### src/rtl/core/gfta_pkg.sv
// shared types and constants for the fingertip track association block
package gfta_pkg;

  localparam int COORD_BITS = 10;
  localparam int MAX_CANDIDATES = 16;
  localparam int MAX_TRACKS = 32;
  localparam int TAG_BITS = 16;
  localparam int LIFE_BITS = 8;
  localparam int RANGE_BITS = 10;
  localparam int DIST_BITS = 2 * COORD_BITS + 1;

  localparam logic [RANGE_BITS-1:0] RANGE_RESET = 10'd75;
  localparam logic [LIFE_BITS-1:0] LIFETIME_RESET = 8'd10;
  localparam logic [TAG_BITS-1:0] NEW_AGE = 16'd1;

  localparam logic MODE_LOAD = 1'b0;
  localparam logic MODE_END = 1'b1;

  localparam logic REG_RANGE = 1'b0;
  localparam logic REG_LIFETIME = 1'b1;

  typedef struct packed {
    logic [COORD_BITS-1:0] tip_x;
    logic [COORD_BITS-1:0] tip_y;
    logic [COORD_BITS-1:0] base_x;
    logic [COORD_BITS-1:0] base_y;
  } pos_t;

  typedef struct packed {
    logic [TAG_BITS-1:0] age;
    logic [TAG_BITS-1:0] id;
  } tag_t;

  typedef struct packed {
    logic mode;
    pos_t pos;
  } req_t;

  typedef struct packed {
    logic valid;
    req_t req;
  } req_chan_t;

  typedef enum logic [2:0] {
    S_IDLE,
    S_MSCAN,
    S_MDEC,
    S_LEFT,
    S_LIFE,
    S_APP,
    S_EMIT
  } state_t;

endpackage

### src/rtl/core/gfta_front.sv
// request queue in front of the association engine
module gfta_front (
  input  logic                 clk,
  input  logic                 rst_n,
  input  logic                 start,
  input  gfta_pkg::req_t       req_in,
  output logic                 busy,
  output gfta_pkg::req_chan_t  head,
  input  logic                 pop
);

  gfta_pkg::req_t q_r [2];
  logic wp_r;
  logic rp_r;
  logic [1:0] cnt_r;
  logic push;

  assign busy = (cnt_r == 2'd2);
  assign push = start && !busy;
  assign head.valid = (cnt_r != 2'd0);
  assign head.req = q_r[rp_r];

  always_ff @(posedge clk) begin
    if (push) begin
      q_r[wp_r] <= req_in;
    end
  end

  always_ff @(posedge clk) begin
    if (!rst_n) begin
      wp_r <= 1'b0;
      rp_r <= 1'b0;
      cnt_r <= 2'd0;
    end else begin
      if (push) begin
        wp_r <= ~wp_r;
      end
      if (pop && head.valid) begin
        rp_r <= ~rp_r;
      end
      cnt_r <= cnt_r + {1'b0, push} - {1'b0, pop && head.valid};
    end
  end

endmodule

### config.mk
export PLATFORM = sky130hd
export DESIGN_NAME = gfta_front
export DESIGN_NICKNAME = d
export VERILOG_FILES = /design/src/rtl/core/gfta_pkg.sv /design/src/rtl/core/gfta_front.sv
export SDC_FILE = /design/constraint.sdc
export NUM_CORES = 1
export LEC_CHECK = 0
export BUFFER_PORTS_ARGS = -buffer_cell sky130_fd_sc_hd__buf_2
export CAP_MARGIN = 20
export CORE_ASPECT_RATIO = 1.1
export CORE_MARGIN = 4
export CORE_UTILIZATION = 45
export CTS_BUF_LIST = sky130_fd_sc_hd__clkbuf_8
export CTS_CLUSTER_DIAMETER = 30
export CTS_CLUSTER_SIZE = 25
export DETAILED_ROUTE_END_ITERATION = 8
export PLACE_DENSITY = 0.81
export SLEW_MARGIN = 5
export SYNTH_ARGS = -nofsm -noshare
export SYNTH_HDL_FRONTEND = slang
export SYNTH_SLANG_ARGS = --single-unit
### constraint.sdc
create_clock -name clk -period 5.05 [get_ports clk]
set_input_delay 0.505 -clock clk [delete_from_list [all_inputs] [get_ports clk]]
set_output_delay 0.505 -clock clk [all_outputs]
set_load 0.01 [all_outputs]
# Word-level counts from Yosys, hierarchy flattened
# Memories as Yosys holds them, arrays and structs flattened. A register that Yosys moved wholly into a read port is not among the register bits.
# Index checks and enable logic that the tools add are counted.
# W data, S select, Z words.
# totals
reg_bits	4
ram_bits	82
inputBits	45
output_inout_bits	43
memories	1
# mem_list
memory	depth	word_bits	rd	rd_ports_with_merged_regs	write_ports	line_no	rtl
q_r	2	41	1	1	1	gfta_front.sv:12	gfta_pkg::req_t q_r [2];
# classes
n_addsub	2
n_eq_ne	1
n_mux	4
bitwise	2
n_reduce_logical	4
# op_table
operator	count
$mux W1	4
$add A2 B1 Y2	1
$eq A2 B2 Y1 const B	1
$logic_and A1 B1 Y1	2
$not A1 Y1	2
$reduce_bool A2 Y1	1
$sub A2 B1 Y2	1
$logic_not A1 Y1	1

# Longest topological paths before layout
# logic_depth
ltp_word	5
ltp_mapped	8
mapped_depth_nobuf	8

# Worst setup path after synthesis
# Ideal clock, no wire load.
# synth_path
path_kind	input to register
startpoint	in start
endpoint	mem q_r[0][0] (netlist bit) (enable)
setup_ns	0.439
t_arrival_ns	2.326
setup_slack_ns	2.285
cell_stages	2
n_path_buf	0
path_cell_list	nand2_1 -> nor2_1
# synth_between
elab_chain_len	3
# synth_rtl
element	line_no	rtl
start: declaration	gfta_front.sv:5	input logic start,
$logic_and A1 B1 Y1	gfta_front.sv:19	assign push = start && !busy;
$mux W1	gfta_front.sv:24	if (push) begin
$mux W1 (not written as such)	gfta_front.sv:25	q_r[wp_r] <= req_in;
end: declaration	gfta_front.sv:12	
# No other way between the ends.

==> metrics <==
Slew @ Worst Pin=0.962 ns; clk slew on worst S/H paths=0.09 ns; Total GRT Usage=0.123; Num CTS Buffers=9; CP Class=reg2out; CTS tree=done; GPL Wtd Cong=0.673; post_cts resized=0; final setup vio count=0; most frequent cells in the layout=buf_2 (87), edfxtp_1 (82), mux2_4 (40); crit end category=output pin; antenna violations before repair=0; worst r2r src=cnt_r[0]$_SDFF_PN0_; r2r setup slk=3.29 ns; HPWL Detailed=3750 um; worst vdd ir=0.247 mV; post-synthesis sequential area ratio=0.754; synthesized area=3400 um^2; slowest CP cell=dfxtp_2; worst setup path end=head[40]; Design Power=2.05 mW; Buf/Inv on CP=2; commonest non-fill, non-tap cell in the layout=buf_2; cell row count=32; Final min period=2.56 ns; final core occ=0.576; # IOs=88; CP Depth=3; gate count of the mapped netlist=154; unrepaired setup endpoints after global routing=false; Synth area leaders=edfxtp_1 (72%), mux2_4 (18%), dfxtp_1 (2.9%), buf_12 (2.4%), ha_1 (0.74%); Wirelength per Cell=16.0 um; GR Util met3=0.0499; total grt overflow=0; P per Cell Area=495 nW/um^2; WP data arrival=2.05 ns; met1 GRT Util=0.131; reg2reg end=q_r[1][37]$_DFFE_PP_; CTS max path bufs=2; Slew HR=0.358; vias per cell=4.77; Area Overhead vs Synth=21.5%; Die Ht=99.2 um; YS warnings=0; Leak=1.66 nW; clk_lat worst skew=0.35 ns; Max Clk Rate=391 MHz; CORE AREA=7170 um^2; Clock Skew=0.00991 ns; post-synth top area cell=edfxtp_1; Slew Limit Fails=0; Root Driver=clkbuf_8; # diodes=0; first-pass GRT wire length=8390 um; layout cells sized above 1=0.591; critical path's largest stage delay=0.66 ns; synthesis-stage register bit count=87; Final Net Count=296; largest net degree at the start of global routing=42; worst reg2reg path depth=2; number of nets with antenna violations after routing=0; Critical Path Fanout Max=26; drt drc=0; IO Port Bufs=87; DR vias=1618; Final Hold Vio Count=0; Pre-antenna DRT Iters=4; drt total wl=5410 um; outcome=finished clean; number of setup buffers added after CTS=0; Cell variety after synth=18; Hold Path Class=in2reg; met2 Use GR=0.215; die area=9010 um^2; dpl cells=323; starting density of the core=0.474; delay-heaviest family, CP=flip-flops; Die Wd=90.9 um; period utilisation layout=0.506; CTS sink cnt=87; max_cap viols=0; Synth Net Count=201; H-tree levels=3; CTS Hold Bufs=0; Final Non-Filler Cells=339; Setup TNS=0 ns; Setup crit start kind=flop; GR peak layer=met2; DRT iter0 DRCs=67; required time of the worst setup path=4.55 ns; via count of the first global-routing pass=1750; crit path cell chain=buf_4, mux2_2, buf_2; Synth top area share=0.724; Avg Cell Area, Syn=22.1 um^2
[how the worst min path moves through the flow]
stage | to | slack, ns | start | depth (start not counted)
finish | q_r[1][30]$_DFFE_PP_ | 0.34 | req_in[30] | 1
global route | q_r[0][7]$_DFFE_PP_ | 0.32 | req_in[7] | 1
CTS | q_r[1][30]$_DFFE_PP_ | 0.32 | req_in[30] | 1
detailed placement | wp_r$_SDFFE_PN0N_ | 0.52 | wp_r$_SDFFE_PN0N_ | 2
global placement | rp_r$_SDFFE_PN0P_ | 0.50 | rp_r$_SDFFE_PN0P_ | 2
floorplan | wp_r$_SDFFE_PN0N_ | 0.45 | wp_r$_SDFFE_PN0N_ | 2
[state kept, by name (all words and copies together) (netlist names), named ones only]
register and count:
q_r 82, cnt_r 2, wp_r 1, rp_r 1
[layout make-up]
cell class | count | area, um^2
clock buffers | 9 | 124
clock inverters | 7 | 120
multi-input cells | 59 | 743
well taps | 85 | 106
flip-flops and latches | 87 | 2560
repair buffers | 89 | 463
fillers | 537 | 3040
inverters | 3 | 11.3
[routing by layer]
metal,wire [um],share of wire
met1,2110,0.39
met2,2870,0.53
met3,371,0.069
met4,63,0.012
met5,0,0
[power breakdown]
part / internal (mW) / switching, mW
clock: 0.330 / 0.239
sequential: 0.907 / 0.0512
combinational: 0.282 / 0.238
[cell usage after synthesis]
master and number:
and2_1 1, and3_1 1, buf_12 4, buf_6 1, dfxtp_1 5, edfxtp_1 82, ha_1 2, inv_1 3
mux2_2 1, mux2_4 40, mux2i_1 1, nand2_1 2, nand2b_1 2, nor2_1 4, o21a_1 1, or2_2 1
xnor2_1 2, xor2_1 1
[logic make-up (layout without fill, tap and decap cells)]
logic type | after synthesis | in the layout | synth area share
xor gates and xnor gates | 3 | 3 | 0.00773
and+or+nand+nor | 11 | 11 | 0.0158
buffers and inverters | 8 | 108 | 0.0302
adders and majority gates | 2 | 2 | 0.00736
AOI/OAI and AO/OA | 1 | 1 | 0.00221
DFF | 87 | 87 | 0.754
muxes | 42 | 42 | 0.183
[metrics by stage]
step / hold WS [ns] / worst slack, ns / cell area [um^2]
6_report: 0.342 / 2.49 / 4130
5_1_grt: 0.316 / 2.35 / 4130
4_1_cts: 0.320 / 2.43 / 4130
3_5_place_dp: 0.519 / 2.83 / 3890
3_3_place_gp: 0.497 / 2.84 / 3870
2_1_floorplan: 0.455 / 2.29 / 3400
Note: power is estimated with default switching activity, not from simulation.
